File: config.mk
export PLATFORM = sky130hd
export DESIGN_NAME = counting_semaphore_table_core
export DESIGN_NICKNAME = d
export VERILOG_FILES = /design/src/csem_pkg.sv /design/src/counting_semaphore_table_core.sv
export SDC_FILE = /design/constraint.sdc
export NUM_CORES = 2
export LEC_CHECK = 0
export BUFFER_PORTS_ARGS = -buffer_cell sky130_fd_sc_hd__buf_2
export CORE_MARGIN = 1.5
export CORE_UTILIZATION = 55
export DETAILED_ROUTE_END_ITERATION = 8
export HOLD_SLACK_MARGIN = 0.08
export PLACE_DENSITY_LB_ADDON = 0.1
export SETUP_SLACK_MARGIN = 0.02
export SLEW_MARGIN = 25
export SYNTH_ARGS = -nofsm -noshare
export SYNTH_HDL_FRONTEND = slang
export SYNTH_SLANG_ARGS = --single-unit
File: constraint.sdc
create_clock -name clk -period 12.5 [get_ports clk]
set_input_delay 1.25 -clock clk [delete_from_list [all_inputs] [get_ports clk]]
set_output_delay 1.25 -clock clk [all_outputs]
set_load 0.05 [all_outputs]
File: src/csem_pkg.sv
package csem_pkg;

  // Table geometry and register reset values
  localparam int          ENTRIES_DEF = 16;
  localparam logic [31:0] KBASE_RST   = 32'h0080_0000;

  // Configuration register byte addresses
  localparam logic [1:0]  REG_KBASE   = 2'd0;

  // Operation codes carried on in_func
  typedef enum logic [1:0] {
    FN_CREATE  = 2'd0,
    FN_ACQUIRE = 2'd1,
    FN_RELEASE = 2'd2
  } func_t;

  // One semaphore entry as stored in the table memory
  typedef struct packed {
    logic [31:0] owner;
    logic [31:0] addr;
    logic [15:0] count;
    logic [15:0] limit;
  } entry_t;

  // Sequencer states, one-hot
  typedef enum logic [2:0] {
    ST_IDLE = 3'b001,
    ST_SCAN = 3'b010,
    ST_RESP = 3'b100
  } state_t;

endpackage

File: src/counting_semaphore_table_core.sv
// Counting semaphore table. Each transfer on the in_ channel carries one
// operation (create, acquire or release) and yields exactly one transfer on
// the out_ channel with out_granted set on success. The entries live in a
// single-port synchronous memory that a sequencer scans from entry 0 upward,
// one entry per cycle with the next read overlapped on the current compare,
// and the first hit, when the operation succeeds, is modified and written
// back in the same cycle. An item goes from ST_IDLE through ST_SCAN, which
// ends at the first hit or the last entry, and ST_RESP into the output
// register; an unused code skips ST_SCAN. One item is in work at a time; a
// finished result waits in the output register while the next item is taken.
// Per-entry valid flops make the table read as all zero right after reset,
// so no clearing pass is needed. kernel_space_base sits at byte address 0 of
// the APB port and should only be written while no operation is in flight.
module counting_semaphore_table_core
  import csem_pkg::*;
#(
  parameter int ENTRIES = ENTRIES_DEF
) (
  input  logic        clk,
  input  logic        rst_n,
  // operation channel
  input  logic        in_valid,
  output logic        in_stall,
  input  logic [1:0]  in_func,
  input  logic [31:0] in_owner_id,
  input  logic [31:0] in_lock_address,
  input  logic [15:0] in_initial_count,
  input  logic [15:0] in_count_limit,
  // result channel
  output logic        out_valid,
  input  logic        out_stall,
  output logic        out_granted,
  // configuration port
  input  logic        psel,
  input  logic        penable,
  input  logic        pwrite,
  input  logic [1:0]  paddr,
  input  logic [31:0] pwdata,
  output logic [31:0] prdata,
  output logic        pready
);

  localparam int IW = (ENTRIES > 1) ? $clog2(ENTRIES) : 1;
  localparam int CW = $clog2(ENTRIES + 1);
  localparam logic [CW-1:0] RD_END   = CW'(ENTRIES);
  localparam logic [IW-1:0] IDX_LAST = IW'(ENTRIES - 1);

  state_t state_r, state_nxt;

  logic [1:0]    func_r;
  logic [31:0]   owner_r;
  logic [31:0]   addr_r;
  logic [15:0]   cnt_r;
  logic [15:0]   lim_r;
  logic [CW-1:0] rd_idx_r, rd_idx_nxt;
  logic          chk_vld_r;
  logic [IW-1:0] chk_idx_r;
  entry_t        mem_q_r;
  logic          vld_q_r;
  logic [ENTRIES-1:0] vld_r;
  logic          grant_r, grant_nxt;
  logic          out_valid_r, out_valid_nxt;
  logic          out_granted_r;
  logic [31:0]   kbase_r;

  entry_t        mem [ENTRIES];

  logic   in_acc;
  logic   out_acc;
  logic   cfg_wr;
  entry_t ent;
  entry_t wr_ent;
  logic   high;
  logic   hit;
  logic   ok;
  logic   fin;
  logic   found;
  logic   wr_en;
  logic   rd_en;
  logic   resp_go;

  // Handshakes
  assign in_acc   = in_valid && !in_stall;
  assign out_acc  = out_valid_r && !out_stall;
  assign in_stall = (state_r != ST_IDLE);
  assign out_valid   = out_valid_r;
  assign out_granted = out_granted_r;

  // Configuration register
  assign cfg_wr = psel && penable && pwrite;
  assign pready = 1'b1;
  assign prdata = (paddr == REG_KBASE) ? kbase_r : '0;

  always_ff @(posedge clk) begin
    if (!rst_n) begin
      kbase_r <= KBASE_RST;
    end else if (cfg_wr && (paddr == REG_KBASE)) begin
      kbase_r <= pwdata;
    end
  end

  // Entry under compare; a never-written entry reads as zero
  assign ent  = vld_q_r ? mem_q_r : '0;
  assign high = (addr_r >= kbase_r);

  // Match and modify the entry under compare
  always_comb begin
    hit    = 1'b0;
    ok     = 1'b0;
    wr_ent = ent;
    unique case (func_r)
      FN_CREATE: begin
        hit    = (ent.owner == '0);
        ok     = 1'b1;
        wr_ent = '{owner: owner_r, addr: addr_r, count: cnt_r, limit: lim_r};
      end
      FN_ACQUIRE: begin
        hit          = (ent.addr == addr_r) && (high || (ent.owner == owner_r));
        ok           = (ent.count != '0);
        wr_ent.count = ent.count - 16'd1;
      end
      FN_RELEASE: begin
        hit          = (ent.owner == owner_r) && (ent.addr == addr_r);
        ok           = !((ent.count == ent.limit) || (ent.count == '1));
        wr_ent.count = ent.count + 16'd1;
      end
      default: begin
        hit = 1'b0;
        ok  = 1'b0;
      end
    endcase
  end

  assign found = (state_r == ST_SCAN) && chk_vld_r && hit;
  assign fin   = (state_r == ST_SCAN) && chk_vld_r && (hit || (chk_idx_r == IDX_LAST));
  assign wr_en = found && ok;
  assign rd_en = (state_r == ST_SCAN) && !fin && (rd_idx_r < RD_END);

  // Table memory: one write and one registered read per cycle
  always_ff @(posedge clk) begin
    if (wr_en) begin
      mem[chk_idx_r] <= wr_ent;
    end
    if (rd_en) begin
      mem_q_r <= mem[rd_idx_r[IW-1:0]];
      vld_q_r <= vld_r[rd_idx_r[IW-1:0]];
    end
  end

  // Mark entries once written
  always_ff @(posedge clk) begin
    if (!rst_n) begin
      vld_r <= '0;
    end else if (wr_en) begin
      vld_r[chk_idx_r] <= 1'b1;
    end
  end

  // Latch the operation on transfer in
  always_ff @(posedge clk) begin
    if (in_acc) begin
      func_r  <= in_func;
      owner_r <= in_owner_id;
      addr_r  <= in_lock_address;
      cnt_r   <= in_initial_count;
      lim_r   <= in_count_limit;
    end
  end

  // Sequencer
  assign resp_go = !out_valid_r || !out_stall;

  always_comb begin
    state_nxt     = state_r;
    rd_idx_nxt    = rd_idx_r;
    grant_nxt     = grant_r;
    out_valid_nxt = out_valid_r && !out_acc;
    unique case (state_r)
      ST_IDLE: begin
        if (in_acc) begin
          rd_idx_nxt = '0;
          grant_nxt  = 1'b0;
          if ((in_func == FN_CREATE) || (in_func == FN_ACQUIRE) ||
              (in_func == FN_RELEASE)) begin
            state_nxt = ST_SCAN;
          end else begin
            state_nxt = ST_RESP;
          end
        end
      end
      ST_SCAN: begin
        if (fin) begin
          grant_nxt = found && ok;
          state_nxt = ST_RESP;
        end else if (rd_en) begin
          rd_idx_nxt = rd_idx_r + CW'(1);
        end
      end
      ST_RESP: begin
        if (resp_go) begin
          out_valid_nxt = 1'b1;
          state_nxt     = ST_IDLE;
        end
      end
      default: begin
        state_nxt = ST_IDLE;
      end
    endcase
  end

  always_ff @(posedge clk) begin
    if (!rst_n) begin
      state_r     <= ST_IDLE;
      rd_idx_r    <= '0;
      chk_vld_r   <= 1'b0;
      grant_r     <= 1'b0;
      out_valid_r <= 1'b0;
    end else begin
      state_r     <= state_nxt;
      rd_idx_r    <= rd_idx_nxt;
      chk_vld_r   <= rd_en;
      grant_r     <= grant_nxt;
      out_valid_r <= out_valid_nxt;
    end
  end

  // Track which entry the registered read data belongs to
  always_ff @(posedge clk) begin
    if (rd_en) begin
      chk_idx_r <= rd_idx_r[IW-1:0];
    end
  end

  // Load the result register
  always_ff @(posedge clk) begin
    if ((state_r == ST_RESP) && resp_go) begin
      out_granted_r <= grant_r;
    end
  end

endmodule

Word-level counts from Yosys, hierarchy flattened
Memory sizes are Yosys's and may differ from the RTL's. A register that Yosys moved wholly into a read port is not among the register bits.
Index checks and enable logic that the tools add are counted.
{ "op_classes": {"muxes": 27, "add_sub_neg": 3, "eq_ne": 18, "n_bitwise": 1, "n_reduce_logical": 37, "n_lt_le_gt_ge": 5} }
{ "op_table": {"columns": ["op", "n"], "rows": [
  ["two-way mux 96 bit", 1],
  ["equality test 32 bit", 2],
  ["two-way mux 64 bit", 1],
  ["one-hot mux 16 bit (3 select lines)", 1],
  [">= comparator 32 bit", 1],
  ["logical NOT 32 bit", 1],
  ["two-way mux 32 bit", 1],
  ["adder 16 x 1 -> 16 bit, second input constant", 1],
  ["equality test 16 bit", 1],
  ["equality test 16 bit, second input constant", 1],
  ["logical AND 1 bit", 16],
  ["two-way mux 16 bit", 1],
  ["bitwise OR 16 bit", 1],
  ["nonzero test 16 bit", 1],
  ["subtractor 16 x 1 -> 16 bit, second input constant", 1],
  ["two-way mux 5 bit", 3],
  ["two-way mux 3 bit", 4],
  ["less-than comparator 4 x 5 -> 1 bit, second input constant", 2],
  ["inequality test 2 bit, second input constant", 5],
  ["one-hot mux 5 bit (2 select lines)", 1],
  ["one-hot mux 3 bit (3 select lines)", 1],
  ["two-way mux 1 bit", 8],
  ["logical NOT 1 bit", 6],
  ["logical NOT 2 bit", 3],
  ["18 further kinds", 27]
]} }
{ "word_totals": {"word_cells": 107, "ff_bits": 163, "out_inout_bits": 36, "input_bits": 139, "mem_count": 1, "mem_bits_rw": 1536} }
{ "mem_list": {"columns": ["memory", "words", "width", "rd", "rd_ports_with_merged_regs", "write_ports", "line", "text"], "rows": [
  ["mem", 16, 96, 1, 1, 1, "counting_semaphore_table_core.sv:66", "entry_t mem [ENTRIES];"]
]} }

Logic depth before layout (Yosys ltp)
{ "depth": {"word_depth": 13, "ltp_mapped": 16} }

Worst setup path after synthesis
Ideal clock, no wire load.
{ "synth_timing": {"kind": "register to register", "start": "reg func_r[0]", "end": "mem mem[1][0] (netlist bit), enable pin", "stages_incl_launch_ff": 14, "synth_period_minus_slack_ns": 9.674, "t_arrival_ns": 9.005, "n_path_buf": 3, "setup_ns": 0.668, "setup_slack_ns": 2.826, "required_time_ns": 11.832, "path_cell_list": "edfxtp_1 inv_1 ha_1 clkbuf_1 or4b_1 nor4_2 o2111ai_1 nor3_2 and4_4 a31o_4 nand2b_4 buf_6 buf_8 nor3_1"} }
{ "synth_via": {"elab_chain_cells": 6, "elab_cells_between_ends": 9, "classes_between": "eq/ne: 2; mux: 4; reduce/logical: 3"} }
{ "synth_rtl": {"columns": ["element", "line", "text"], "rows": [
  ["start: declaration", "counting_semaphore_table_core.sv:50", "logic [1:0] func_r;"],
  ["start signal: assignment", "counting_semaphore_table_core.sv:162", "func_r <= in_func;"],
  ["equality test 2 bit (tied with other cells)", "counting_semaphore_table_core.sv:111", "unique case (func_r)"],
  ["one-hot mux 1 bit (3 select lines)", "counting_semaphore_table_core.sv:111", null],
  ["logical AND 1 bit", "counting_semaphore_table_core.sv:134", "assign found = (state_r == ST_SCAN) && chk_vld_r && hit;"],
  ["logical AND 1 bit (*)", "counting_semaphore_table_core.sv:136", "assign wr_en = found && ok;"],
  ["two-way mux 1 bit (*)", "counting_semaphore_table_core.sv:141", "if (wr_en) begin"],
  ["two-way mux 1 bit (implied by the code) (*)", "counting_semaphore_table_core.sv:142", "mem[chk_idx_r] <= wr_ent;"],
  ["end: declaration", "counting_semaphore_table_core.sv:66", null]
]} }
Mark *: on every way between the ends. The rest lies on a longest branch, timed or not.

Worst setup path after layout
{ "layout_timing": {"start": "reg vld_q_r", "end": "mem mem[14][25] (netlist bit), enable pin"} }
{ "layout_via": {"elab_chain_cells": 9, "elab_cells_between_ends": 18, "classes_between": "eq/ne: 4; mux: 5; reduce/logical: 9"} }
{ "layout_rtl": {"columns": ["element", "line", "text"], "rows": [
  ["start: declaration", "counting_semaphore_table_core.sv:59", "logic vld_q_r;"],
  ["start signal: assignment", "counting_semaphore_table_core.sv:146", "vld_q_r <= vld_r[rd_idx_r[IW-1:0]];"],
  ["two-way mux 96 bit (*)", "counting_semaphore_table_core.sv:103", "assign ent = vld_q_r ? mem_q_r : '0;"],
  ["equality test 32 bit", "counting_semaphore_table_core.sv:118, counting_semaphore_table_core.sv:123", null],
  ["logical OR 1 bit", "counting_semaphore_table_core.sv:118", "hit = (ent.addr == addr_r) && (high || (ent.owner == owner_r));"],
  ["logical AND 1 bit", "counting_semaphore_table_core.sv:118", null],
  ["one-hot mux 1 bit (3 select lines)", "counting_semaphore_table_core.sv:111", null],
  ["logical AND 1 bit", "counting_semaphore_table_core.sv:134", null],
  ["logical AND 1 bit (*)", "counting_semaphore_table_core.sv:136", null],
  ["two-way mux 1 bit (*)", "counting_semaphore_table_core.sv:141", null],
  ["two-way mux 1 bit (implied by the code) (*)", "counting_semaphore_table_core.sv:142", null]
]} }
Marked as above.

==> impl_metrics.csv <==
group,metric,value,unit
outcome,status,"finished clean",
floorplanning,io_pins,175,
clock_network,cts_buffers,177,
route,detail-route-antenna-nets,0,
worst_setup_path,crit_chain,"buf_4, buf_4, a22oi_1, nor4_1, nand4_1, o211ai_2, a31o_4, nand3_1, nor2_4, buf_4, buf_4",
worst_setup_path,cp.arrival,6.25,ns
cells_and_area,final_nets,3746,
worst_setup_path,worstSetupStartpointType,"flip-flop",
cells_and_area,mostFrequentLayoutCell,"edfxtp_1",
grt,overflow,0,
run,drv_cap,0,
floorplanning,fp.dieW,361,um
synth,synthArstFlopShare,0,%
sta,worst_pin_slew,1.09,ns
worst_setup_path,crit_path_max_incr_delay,0.82,ns
pwr,powerDensity,160,mW/mm2
cells_and_area,layout_common_cells,"1736 x edfxtp_1, 485 x mux4_2, 179 x clkbuf_16",
sta,finClkSkew,0.0245,ns
grt,grt_pass1_vias,35900,
cells_and_area,drive_gt1_share,28.0,%
synth,yosysTopAreaCellShare,74.0,%
sta,fin_crit_sh,46.8,%
synth,synthTopCellsByArea,"edfxtp_1 74%, mux4_2 16%, dfxtp_1 1.7%, a22o_1 0.97%, ha_1 0.91%",
sta,fin_tns_setup,0,ns
synth,synth.distinct_cells,73,
grt,grt_max_degree,97,
synth,syn_avg_cell_area,21.3,um2
grt,grt_usage,26.0,%
placed_design,routabilityCongestion,0.873,
worst_setup_path,crit_required,12.89,ns
placed_design,dp_hpwl,93.0,mm
synth,synth-edff-count,1736,
worst_setup_path,endpoint_kind,"flip-flop",
synth,syn_inst,3310,
synth,synth_ff_type,"edfxtp_1",
floorplanning,core-area,0.127,mm2
synth,ys_warn_count,0,
synth,syn_nets,3501,
worst_setup_path,crit_family,"buffers and inverters",
route,via_count,34900,
worst_setup_path,cp_slowest_cell,"buf_4",
worst_setup_path,path_class,"flip-flop to flip-flop",
synth,yosysSeqAreaShare,75.7,%
grt,antenna_found_initial,3,
sta,max-slew-margin-rel,27.3,%
clock_network,hold_buffers,0,
worst_setup_path,cp_common_cell,"buf_4",
sta,post-route-min-period,5.85,ns
floorplanning,die_y,361,um
clock_network,post_cts_buffers,0,
clock_network,clk_pin_slew,0.06,ns
cells_and_area,fin_util,62.2,%
cells_and_area,syn2layout_area_growth,12.4,%
cells_and_area,diodes,0,
route,drc_errors,0,
floorplanning,start_util,55.3,%
grt,grt_pass1_wl,244,mm
synth,yosysTopAreaCell,"edfxtp_1",
placed_design,port_buffers,173,
synth,syn-cell-area,0.0704,mm2
clock_network,cts_sinks,1795,
route,drt_iter0_markers,4116,
clock_network,htreeDepth,4,
clock_network,clk_path_buf_depth,3,
synth,synth_seq_cells,1795,
pwr,vdd_drop_max,0.000129,V
pwr,cellLeakagePower,24.7,nW
clock_network,ctsResizeCount,0,
clock_network,cts_tree,"done",
floorplanning,row_count,131,
route,routedWlPerCell,31.3,um
floorplanning,die_area,0.130,mm2
sta,finalHoldViolations,0,
sta,report.final.slew_viol_count,0,
clock_network,clock_latency,0.78,ns
clock_network,clockRootBuffer,"clkbuf_16",
route,drt_pass1_iterations,6,
sta,rsz0062_at_grt,"false",
route,wirelength,167,mm
worst_setup_path,path_buf_inv,4,
worst_setup_path,cp_max_fo,47,
route,routed_via_density,6.52,
sta,setup_viol,0,
min_path,hold_class,"flip-flop to flip-flop",
sta,fmax,171,MHz
==> cell families after synthesis <==
kind of cell,synth area share [%]
other cells,0.00532
fa+ha+maj,0.934
mux,15.6
compound gates,3.33
flops,75.7
simple gates,2.58
xor+xnor,0.584
buf+inv,1.34
==> final timing paths <==
path / from / endpoint / slack [ns] / cells past startpoint
worst max register to register: vld_q_r / mem[14][25] / 6.65 / 11
worst min register to register: vld_r[3] / vld_r[3] / 0.46 / 2
worst max-delay path: vld_q_r / mem[14][25] / 6.65 / 11
worst min-delay path: vld_r[3] / vld_r[3] / 0.46 / 2
==> power breakdown <==
| part | internal, mW | leakage [nW] | switching (mW) |
|---|---|---|---|
| clock network | 3.04 | 2.78 | 2.19 |
| logic | 0.287 | 5.67 | 0.410 |
| registers | 6.69 | 16.3 | 0.0453 |
==> stage by stage <==
step | power (mW) | hold WS, ns | setup WS [ns] | area [um2] | instances
after floorplan | 7.32 | 0.403 | 2.83 | 70400 | 3310
after detailed placement | 7.56 | 0.442 | 6.68 | 73500 | 5038
after CTS | 12.7 | 0.457 | 6.65 | 79100 | 5358
final | 12.7 | 0.459 | 6.65 | 79200 | 5358
after global routing | 13.0 | 0.486 | 6.40 | 79200 | 5358
after global placement | 7.54 | 0.430 | 6.75 | 73400 | 5037
==> cells in the mapped netlist (19+ instances only) <==
cell / n
nor4_1: 21
nand3_1: 29
a22o_1: 78
a21boi_0: 33
nor3_1: 46
nor2_1: 45
a22oi_1: 21
clkbuf_1: 132
nand2_1: 143
dfxtp_1: 59
a21oi_1: 45
o21ai_0: 43
inv_1: 76
mux4_2: 485
buf_1: 33
xnor2_1: 42
nand4_1: 23
edfxtp_1: 1736
ha_1: 51
o31ai_1: 19
==> layout make-up <==
class	count	area [um2]
well taps	1662	2080
multi-input cells	1270	16400
fillers	8645	48200
clock buffers	223	4680
repair buffers	235	1440
inverters	76	285
clock inverters	97	972
flip-flops and latches	1795	53300
==> state kept, by name, summed over array words and instances, names as in the netlist <==
signal       count
mem           1536
mem_q_r         96
addr_r          32
kbase_r         32
owner_r         32
cnt_r           16
lim_r           16
vld_r           16
rd_idx_r         5
chk_idx_r        4
state_r          3
func_r           2
chk_vld_r        1
grant_r          1
out_granted      1
out_valid        1
vld_q_r          1
==> routing by layer <==
metal	wire (um)	vias to the layer above	track usage (%)
li1	-	14400	-
met1	69300	18800	37.7
met2	82500	1536	42.0
met3	12300	219	4.06
met4	3320	0	6.59
met5	0	-	0
==> worst min-delay path, stage by stage, from the launching register on <==
cell     delay, ns
dfxtp_1       0.33
nand2_1       0.05
o31ai_1       0.05
No activity file was read; power rests on OpenSTA's default activity.
